===== src/hdl/swc_pkg.sv =====
// Shared constants, the tap transaction tag and the kernel coefficient table
// for the sliding window convolver. No dependencies.
package swc_pkg;

	localparam int SWC_WINDOW = 20;
	localparam int SWC_TAPS = 10;

	localparam int SAMPLE_W = 16;
	localparam int COEF_W = 15;
	localparam int PROD_W = SAMPLE_W + COEF_W;
	// Sum of up to 10 products (SWC_TAPS), plus one bit above the result width for saturation
	localparam int ACC_W = PROD_W + 6;
	localparam int FILT_W = 36;
	localparam int POS_W = 5;
	localparam int KBITS = 4;
	localparam int PBITS = 6;

	// Tag carried alongside each tap read through the MAC pipeline
	typedef struct packed {
		logic [KBITS-1:0] k;
		logic [PBITS-1:0] pos;
		logic             first;
		logic             fin;
		logic             last;
	} tag_t;

	// Kernel in u9.6, taps past the tenth are zero
	function automatic logic [COEF_W-1:0] swc_coef(input logic [KBITS-1:0] k);
		logic [COEF_W-1:0] c;
		case (k)
			4'd0:    c = 15'd26280;
			4'd1:    c = 15'd26647;
			4'd2:    c = 15'd17731;
			4'd3:    c = 15'd13221;
			4'd4:    c = 15'd8821;
			4'd5:    c = 15'd6501;
			4'd6:    c = 15'd7477;
			4'd7:    c = 15'd11018;
			4'd8:    c = 15'd26889;
			4'd9:    c = 15'd27866;
			default: c = '0;
		endcase
		return c;
	endfunction

endpackage


===== src/hdl/swc_mac.sv =====
// Shared multiply-accumulate unit with saturation and the result register.
// Depends on swc_pkg.
module swc_mac import swc_pkg::*; (
	input  logic                clk,
	input  logic                arst_n,
	input  logic                s1_valid,
	input  tag_t                s1_tag,
	input  logic [SAMPLE_W-1:0] s1_data,
	output logic                adv,
	output logic [POS_W-1:0]    position,
	output logic [FILT_W-1:0]   filtered,
	output logic                last,
	output logic                result_valid,
	input  logic                result_stall
);

	logic [PROD_W-1:0] prod_s2;
	tag_t              tag_s2;
	logic              val_s2;
	logic [ACC_W-1:0]  acc_q;
	logic [ACC_W-1:0]  acc_sum;
	logic [FILT_W-1:0] sat_sum;
	logic              out_valid_q;
	logic [POS_W-1:0]  pos_q;
	logic [FILT_W-1:0] filt_q;
	logic              last_q;

	// Whole pipeline holds while a finished result waits on a stalled output
	assign adv = !out_valid_q || !result_stall;

	// Accumulate, restarting on the first tap of each output
	always_comb begin
		acc_sum = (tag_s2.first ? '0 : acc_q) + ACC_W'(prod_s2);
		if (|acc_sum[ACC_W-1:FILT_W]) begin
			sat_sum = '1;
		end else begin
			sat_sum = acc_sum[FILT_W-1:0];
		end
	end

	// Control
	always_ff @(posedge clk or negedge arst_n) begin
		if (!arst_n) begin
			val_s2 <= 1'b0;
			out_valid_q <= 1'b0;
		end else if (adv) begin
			val_s2 <= s1_valid;
			out_valid_q <= val_s2 && tag_s2.fin;
		end
	end

	// Datapath: product, accumulator, result
	always_ff @(posedge clk) begin
		if (adv) begin
			prod_s2 <= PROD_W'(s1_data) * PROD_W'(swc_coef(s1_tag.k));
			tag_s2 <= s1_tag;
			if (val_s2) begin
				acc_q <= acc_sum;
			end
			if (val_s2 && tag_s2.fin) begin
				pos_q <= tag_s2.pos[POS_W-1:0];
				filt_q <= sat_sum;
				last_q <= tag_s2.last;
			end
		end
	end

	assign result_valid = out_valid_q;
	assign position = pos_q;
	assign filtered = filt_q;
	assign last = last_q;

endmodule


===== src/hdl/sliding_window_convolver.sv =====
// Sliding window causal FIR: window store, tap sequencer and the MAC unit.
// Depends on swc_pkg and swc_mac.
// Path: a result passes the tap read, product and result registers.
// Throughput: one tap per cycle unless a stalled output holds the pipeline; a run
// issues sum over i of min(i, TAPS-1)+1 taps (155 by default) on the single shared
// MAC; the next sample is taken the cycle after the last tap issues.
// Reset: window reads as zeros through per-entry valid bits; no clearing pass.
module sliding_window_convolver import swc_pkg::*; #(
	parameter int WINDOW = SWC_WINDOW,
	parameter int TAPS = SWC_TAPS
) (
	input  logic                clk,
	input  logic                arst_n,
	input  logic [SAMPLE_W-1:0] sample,
	input  logic                sample_valid,
	output logic                sample_stall,
	output logic [POS_W-1:0]    position,
	output logic [FILT_W-1:0]   filtered,
	output logic                last,
	output logic                result_valid,
	input  logic                result_stall
);

	localparam int AW = $clog2(WINDOW);
	localparam int KW = (TAPS > 1) ? $clog2(TAPS) : 1;

	logic [SAMPLE_W-1:0] win_mem [WINDOW];
	logic [WINDOW-1:0]   win_vld_q;
	logic [AW-1:0]       head_q;
	logic                busy_q;
	logic [AW-1:0]       i_q;
	logic [KW-1:0]       k_q;
	logic [KW-1:0]       kmax;
	logic [AW-1:0]       diff;
	logic [AW:0]         rd_sum;
	logic [AW-1:0]       rd_addr;
	logic                fin;
	logic                last_i;
	logic                accept;
	logic                issue;
	logic                adv;
	logic [SAMPLE_W-1:0] rd_data_s1;
	logic                ent_vld_s1;
	logic                val_s1;
	tag_t                tag_s1;
	logic [SAMPLE_W-1:0] data_s1;
	tag_t                tag_nxt;

	assign accept = sample_valid && !busy_q;
	assign sample_stall = busy_q;
	assign issue = busy_q && adv;

	// Tap address: logical entry i-k counted from the oldest slot at head
	always_comb begin
		if (32'(i_q) >= TAPS - 1) begin
			kmax = KW'(TAPS - 1);
		end else begin
			kmax = KW'(i_q);
		end
		diff = i_q - AW'(k_q);
		rd_sum = (AW+1)'(head_q) + (AW+1)'(diff);
		if (rd_sum >= (AW+1)'(WINDOW)) begin
			rd_addr = AW'(rd_sum - (AW+1)'(WINDOW));
		end else begin
			rd_addr = rd_sum[AW-1:0];
		end
		fin = (k_q == kmax);
		last_i = (i_q == AW'(WINDOW - 1));
		tag_nxt.k = KBITS'(k_q);
		tag_nxt.pos = PBITS'(i_q);
		tag_nxt.first = (k_q == '0);
		tag_nxt.fin = fin;
		tag_nxt.last = fin && last_i;
	end

	// Sequencer, head pointer and entry valid bits
	always_ff @(posedge clk or negedge arst_n) begin
		if (!arst_n) begin
			busy_q <= 1'b0;
			head_q <= '0;
			i_q <= '0;
			k_q <= '0;
			win_vld_q <= '0;
			val_s1 <= 1'b0;
			ent_vld_s1 <= 1'b0;
		end else begin
			if (accept) begin
				win_vld_q[head_q] <= 1'b1;
				head_q <= (head_q == AW'(WINDOW - 1)) ? '0 : head_q + 1'b1;
				busy_q <= 1'b1;
				i_q <= '0;
				k_q <= '0;
			end else if (issue) begin
				if (fin) begin
					k_q <= '0;
					if (last_i) begin
						busy_q <= 1'b0;
					end else begin
						i_q <= i_q + 1'b1;
					end
				end else begin
					k_q <= k_q + 1'b1;
				end
			end
			if (adv) begin
				val_s1 <= busy_q;
				ent_vld_s1 <= win_vld_q[rd_addr];
			end
		end
	end

	// Window memory: one write port, one registered read port
	always_ff @(posedge clk) begin
		if (accept) begin
			win_mem[head_q] <= sample;
		end
		if (issue) begin
			rd_data_s1 <= win_mem[rd_addr];
			tag_s1 <= tag_nxt;
		end
	end

	assign data_s1 = ent_vld_s1 ? rd_data_s1 : '0;

	swc_mac u_mac (
		.clk          (clk),
		.arst_n       (arst_n),
		.s1_valid     (val_s1),
		.s1_tag       (tag_s1),
		.s1_data      (data_s1),
		.adv          (adv),
		.position     (position),
		.filtered     (filtered),
		.last         (last),
		.result_valid (result_valid),
		.result_stall (result_stall)
	);

	// Checks
	a_run_starts: assert property (@(posedge clk) disable iff (!arst_n)
		accept |=> busy_q)
		else $error("run did not start after sample transaction");

	a_last_pos: assert property (@(posedge clk) disable iff (!arst_n)
		result_valid && last |-> position == POS_W'(WINDOW - 1))
		else $error("last flag on wrong position");

	a_head_range: assert property (@(posedge clk) disable iff (!arst_n)
		head_q <= AW'(WINDOW - 1))
		else $error("head pointer out of range");

endmodule

===== config.mk =====
export PLATFORM = sky130hd
export DESIGN_NAME = sliding_window_convolver
export DESIGN_NICKNAME = d
export VERILOG_FILES = /design/src/hdl/swc_pkg.sv /design/src/hdl/swc_mac.sv /design/src/hdl/sliding_window_convolver.sv
export SDC_FILE = /design/constraint.sdc
export NUM_CORES = 1
export LEC_CHECK = 0
export ABC_CLOCK_PERIOD_IN_PS = 10600
export BUFFER_PORTS_ARGS = -buffer_cell sky130_fd_sc_hd__buf_2
export CAP_MARGIN = 15
export CORE_ASPECT_RATIO = 1.75
export CORE_MARGIN = 3
export CORE_UTILIZATION = 60
export DETAILED_ROUTE_END_ITERATION = 16
export PLACE_DENSITY = 0.79
export SLEW_MARGIN = 20
export SYNTH_ARGS = -nofsm -noshare
export SYNTH_HDL_FRONTEND = slang
export SYNTH_SLANG_ARGS = --single-unit

===== constraint.sdc =====
create_clock -name clk -period 10.6 [get_ports clk]
set_input_delay 1.59 -clock clk [delete_from_list [all_inputs] [get_ports clk]]
set_output_delay 1.59 -clock clk [all_outputs]
set_load 0.02 [all_outputs]

==> results.cfg, run 1 <==
[outcome]
status = completed

[yosys]
seq_area_frac_synth_pct = 50.4
ys_warn_count = 0
synth_area_leaders = edfxtp_1, fa_1, mux4_2
synth_cells = 2314
synth_top_area_share_pct = 46.2
syn_area_per_cell_sq_um = 13.1
yosys.area.top_type = edfxtp_1
ys_seq_elements = 520
synth_nets = 2669
synth_area_sq_mm = 0.0303
ys.flop_type = edfxtp_1
synth-edff-count = 466
async_flop_share_pct = 7.50
synthDistinctLibCells = 83

[clock_network]
clk_latency_ps = 580
clockRootBuffer = clkbuf_16
cts-root-to-sink-buffers = 3
clk_pin_slew_worst_paths_ps = 70
cts_tree = built
cts_resized = 0
cts_hold_buffers = 0
post_cts_buffers = 0
cts_sinks = 520
cts-htree-levels = 2
numCtsBuffers = 44

[critical_path]
path_max_fanout = 72
end_kind = flip-flop
timing.rr.start = ent_vld_s1
criticalPathCategory = reg2reg
crit_required_ps = 10940
crit_path_start = ent_vld_s1
reg2reg_to = u_mac.prod_s2[28]
reg2reg_depth = 21
crit_path_start_kind = flip-flop
arrival_ps = 7830
reg2reg_slack_ps = 3110

[global_routing]
grt_util_met1_pct = 25.6
grt_pass1_vias = 20000
grt_use_met3_pct = 2.12
grt.overflow.total = 0
grt_max_degree = 73
grt_util_met2_pct = 49.2
grt_usage_pct = 24.6
grt_pass1_wl_um = 103000
grt_antenna_before_repair = 0
grt-busiest-layer = met2

[sta]
tns_ps = 0
clock_skew_ps = 22.7
min_period_over_period_pct = 70.7
fin_crit_ps = 7490
hold_violations = 0
drv_slew = 0
tightest_slew_ps = 1080
setup_viol = 0
max_clock_freq_mhz = 133
rsz0062_at_grt = false
slew_headroom_pct = 28.3

[placed_design]
hpwl_um = 47600
numPortBuffers = 63
globalplace.congestion = 0.942

[route]
ant_nets = 0
wirelength_um = 63800
via_per_inst = 5.99
dr.pass1.iters = 6
drt_iter0_markers = 1262
drc = 0
avgRoutedWirePerCell_um = 21.0
vias = 18200

[min_path]
min_from = tag_s1[4]
worstHoldPathCells = 0
min_path_type = reg2reg
hold_path_end = u_mac.tag_s2[4]

[floorplanning]
core_sq_mm = 0.0497
rows = 108
dieArea_sq_mm = 0.0533
die_x_um = 176
start_util_pct = 60.9
pin_count = 64
fp.dieH_um = 303

[final_layout]
syn2layout_area_growth_pct = 7.95
mostFrequentLayoutCells = edfxtp_1, inv_1, nand2_1, fa_1, and3_1
nets = 2703
n_fill_cell = 3582
layout_commonest_cell = edfxtp_1
drive_gt1_share_pct = 13.3
diodes = 0

[flow_run]
maxCapViolCount = 0
## area by class of cell
| type | count | area, sq um | area share (%) |
|---|---|---|---|
| Timing Repair Buffer | 96 | 563 | 1.72 |
| Clock inverter | 22 | 270 | 0.826 |
| Clock buffer | 59 | 1190 | 3.63 |
| Multi-Input combinational cell | 1439 | 13700 | 41.8 |
| Sequential cell | 520 | 15300 | 46.7 |
| Inverter | 247 | 927 | 2.83 |
| Tap cell | 660 | 826 | 2.52 |
## cell families (layout without fill, tap and decap cells)
kind of cell    after synthesis  after routing  share of synthesized area, %
simple gates                642            642                          10.9
flops                       520            520                          50.4
buf+inv                     355            424                          4.62
fa+ha+maj                   335            335                          18.4
compound gates              299            299                          6.98
mux                          96             96                          6.71
xor+xnor                     67             67                          2.00
## how the worst max path moves through the flow
stage	cells after the start	slack, ps	endpoint
floorplan	24	4330	u_mac.prod_s2[28]
global placement	21	3330	u_mac.prod_s2[28]
detailed placement	21	3160	u_mac.prod_s2[28]
CTS	21	3180	u_mac.prod_s2[28]
global route	21	2650	u_mac.prod_s2[28]
finish	21	3110	u_mac.prod_s2[28]
## flip-flops by register name (all words and copies together), names as in the netlist, 4 cells and up, named ones only
signal and count:
u_mac.tag_s2 8, k_q 4, win_vld_q 20, u_mac.position 5
i_q 5, u_mac.filtered 36, rd_data_s1 16, u_mac.acc_q 37
win_mem 320, tag_s1 12, head_q 5, u_mac.prod_s2 31
## metal layers
layer	up-vias	wire length [um]
met5	-	0
met4	0	3210
met3	202	2180
met2	555	37000
met1	9156	21400
li1	8316	-
## worst max-delay path: stages, from the launching register on
cell,delay [ps]
dfrtp_2,920
buf_4,540
and2_1,300
nand2_1,110
fa_1,540
fa_1,520
inv_1,60
fa_1,540
fa_1,430
fa_1,490
inv_1,50
fa_1,470
inv_1,40
ha_1,350
a2111oi_0,460
o21ai_0,170
o21ai_0,130
o21ai_0,170
o31a_1,380
nor2b_1,180
a311oi_2,280
xnor2_1,90
## Yosys cell counts, types with 20 or more instances
cell	instances
mux4_2	85
ha_1	152
nand3_1	31
nand2b_1	21
nor2_1	90
or2_2	22
a21oi_1	71
o21ai_0	50
clkbuf_1	78
o21bai_2	20
a21o_1	27
xor2_1	24
nor2b_1	43
edfxtp_1	466
fa_1	183
dfrtp_1	39
xnor2_1	42
inv_1	246
and2_1	21
a211oi_1	23
and3_1	164
nand2_1	196
## metrics by stage
step,setup WS (ps),hold slack [ps],util [%],instances,instance area [sq um]
6_report,3110,416,65.8,3043,32700
2_1_floorplan,4330,400,-,2314,30300
3_3_place_gp,3330,402,62.8,2962,31200
5_1_grt,2650,417,65.8,3043,32700
3_5_place_dp,3160,405,62.8,2962,31200
4_1_cts,3180,413,65.8,3043,32700
Power of run 1 is not shown: default switching activity piles up to over one toggle a cycle in this logic, so the estimate is an artifact.
==> run 2: changes to the inputs <==
--- a/config.mk
+++ b/config.mk
@@ -5,7 +5,7 @@
 export SDC_FILE = /design/constraint.sdc
 export NUM_CORES = 1
 export LEC_CHECK = 0
-export ABC_CLOCK_PERIOD_IN_PS = 10600
+export ABC_CLOCK_PERIOD_IN_PS = 7000
 export BUFFER_PORTS_ARGS = -buffer_cell sky130_fd_sc_hd__buf_2
 export CAP_MARGIN = 15
 export CORE_ASPECT_RATIO = 1.75
==> constraint.sdc (replaced) <==
create_clock -name clk -period 7 [get_ports clk]
set_input_delay 1.05 -clock clk [delete_from_list [all_inputs] [get_ports clk]]
set_output_delay 1.05 -clock clk [all_outputs]
set_load 0.02 [all_outputs]
==> run 2 against run 1 <==
Effect of this change: clock-buffer cell count down 4; register-to-register slack worse by 2800 ps; clock skew about the same; via count up 2.5%; non-clock buffer count up 23; core utilization up 0.65 points; global-route usage up 0.86 points; critical path type unchanged; critical endpoint unchanged; largest cell class unchanged; highest routed layer unchanged.
==> results.cfg, run 2 (same netlist as run 1, synthesis figures left out) <==
[flow_run]
maxCapViolCount = 0

[critical_path]
end_kind = flip-flop
crit_path_top_delay_cell = fa_1
crit_path_frequent_cell = fa_1
crit_required_ps = 7330
path_delay_family = adder cells
crit_path_start_kind = flip-flop
arrival_ps = 7010
path_cells = buf_12 -> and2_1 -> nand2_1 -> fa_1 -> inv_1 -> fa_1 -> fa_1 -> fa_1 -> fa_1 -> inv_1 -> fa_1 -> inv_1 -> ha_1 -> a2111oi_0 -> o21ai_0 -> o21ai_0 -> o21ai_0 -> o31a_1 -> nor2b_1 -> a311oi_2 -> xnor2_1
path_max_fanout = 62
critPathMaxStageDelay_ps = 570
criticalPathCategory = reg2reg
reg2reg_slack_ps = 330
critPathBufInv = 4

[global_routing]
grt.overflow.total = 0
grt_antenna_before_repair = 1
grt_usage_pct = 25.5
grt_pass1_vias = 20700
grt_pass1_wl_um = 106000
grt_max_degree = 63

[final_layout]
nets = 2728
n_fill_cell = 3607
drive_gt1_share_pct = 14.6
regMostFlops = win_mem
largest_reg_flops = 320
mostFrequentLayoutCells = edfxtp_1, inv_1, nand2_1, fa_1, and3_1
layout_commonest_cell = edfxtp_1
syn2layout_area_growth_pct = 9.02

[route]
via_per_inst = 6.09
drt_iter0_markers = 1370
ant_nets = 0
avgRoutedWirePerCell_um = 21.4
vias = 18700
dr.pass1.iters = 5
drc = 0
wirelength_um = 65700

[placed_design]
globalplace.congestion = 0.909
numPortBuffers = 63
hpwl_um = 48100

[floorplanning]
core_sq_mm = 0.0497
pin_count = 64
fp.dieH_um = 303
dieArea_sq_mm = 0.0533
die_x_um = 176
rows = 108
start_util_pct = 60.9

[clock_network]
cts_hold_buffers = 0
cts-htree-levels = 2
cts-root-to-sink-buffers = 3
clk_latency_ps = 590
clk_pin_slew_worst_paths_ps = 70
numCtsBuffers = 46
cts_sinks = 520
cts_tree = built
clockRootBuffer = clkbuf_16

[sta]
clock_skew_ps = 22.9
min_period_over_period_pct = 95.3
drv_slew = 0
setup_viol = 0
fin_crit_ps = 6670
max_clock_freq_mhz = 150
slew_headroom_pct = 31.7
tightest_slew_ps = 1020
tns_ps = 0
rsz0062_at_grt = false
hold_violations = 0

[outcome]
status = completed

[min_path]
min_path_type = reg2reg
run 2: changes by cell type in the layout (fill, tap and decap cells not counted), moves of 3 or more:
cell / change
bufinv_16: +3
buf_4: +21
clkinv_1: +4
and2_2: +4
and2_1: -4
clkinvlp_4: +3
clkbuf_1: -6
run 2: area by class of cell:
class / instances / area [sq um] / share of cell area [%]
clock inverter: 30 / 359 / 1.09
sequential: 520 / 15300 / 46.2
tap: 660 / 826 / 2.50
inverter: 247 / 927 / 2.81
clock buffer: 55 / 1220 / 3.68
antenna: 1 / 2.50 / 0.00757
multi-input combinational: 1439 / 13700 / 41.4
timing repair buffer: 119 / 768 / 2.33
run 2: layer usage:
layer | global-route usage [%] | share of wire, %
met1 | 25.7 | 33
met2 | 50.4 | 57
met3 | 2.91 | 3.9
met4 | 13.2 | 5.8
met5 | 0 | 0
run 2: path summary, 6_finish.rpt:
| path | end | from | depth (start not counted) |
|---|---|---|---|
| worst max-delay path | u_mac.prod_s2[28] | ent_vld_s1 | 21 |
| worst min-delay path | u_mac.position[1] | u_mac.tag_s2[4] | 0 |
| worst max register to register | u_mac.prod_s2[28] | ent_vld_s1 | 21 |
| worst min register to register | u_mac.position[1] | u_mac.tag_s2[4] | 0 |
| max in group asynchronous | ent_vld_s1 | arst_n | 1 |
| min in group asynchronous | i_q[2] | arst_n | 1 |
run 2: worst register-to-register path, delay by kind of cell, from the launching register on:
family                   cells  cell delay [ps]
buffers and inverters        4              400
flip-flops                   1              480
adder cells (fa/ha/maj)      7             3310
AO/OA/AOI/OAI                6             1550
AND/OR/NAND/NOR              3              590
XOR/XNOR                     1              100
run 2: what timing repair did:
action,in CTS,in global routing
setup endpoints to repair,0,4
setup buffers,0,1
gates resized for setup,0,5
run 2: per-stage QoR:
step | instance area [sq um] | instances | util (%) | setup slack [ps] | hold slack [ps]
global route | 33000 | 3071 | 66.4 | 5.68 | 428
floorplan | 30300 | 2314 | - | 729 | 400
finish | 33000 | 3071 | 66.4 | 327 | 422
detailed placement | 31400 | 2983 | 63.2 | 283 | 405
CTS | 33000 | 3068 | 66.3 | 272 | 423
global placement | 31400 | 2983 | 63.2 | 429 | 401
Power of run 2 is left out for the same reason.
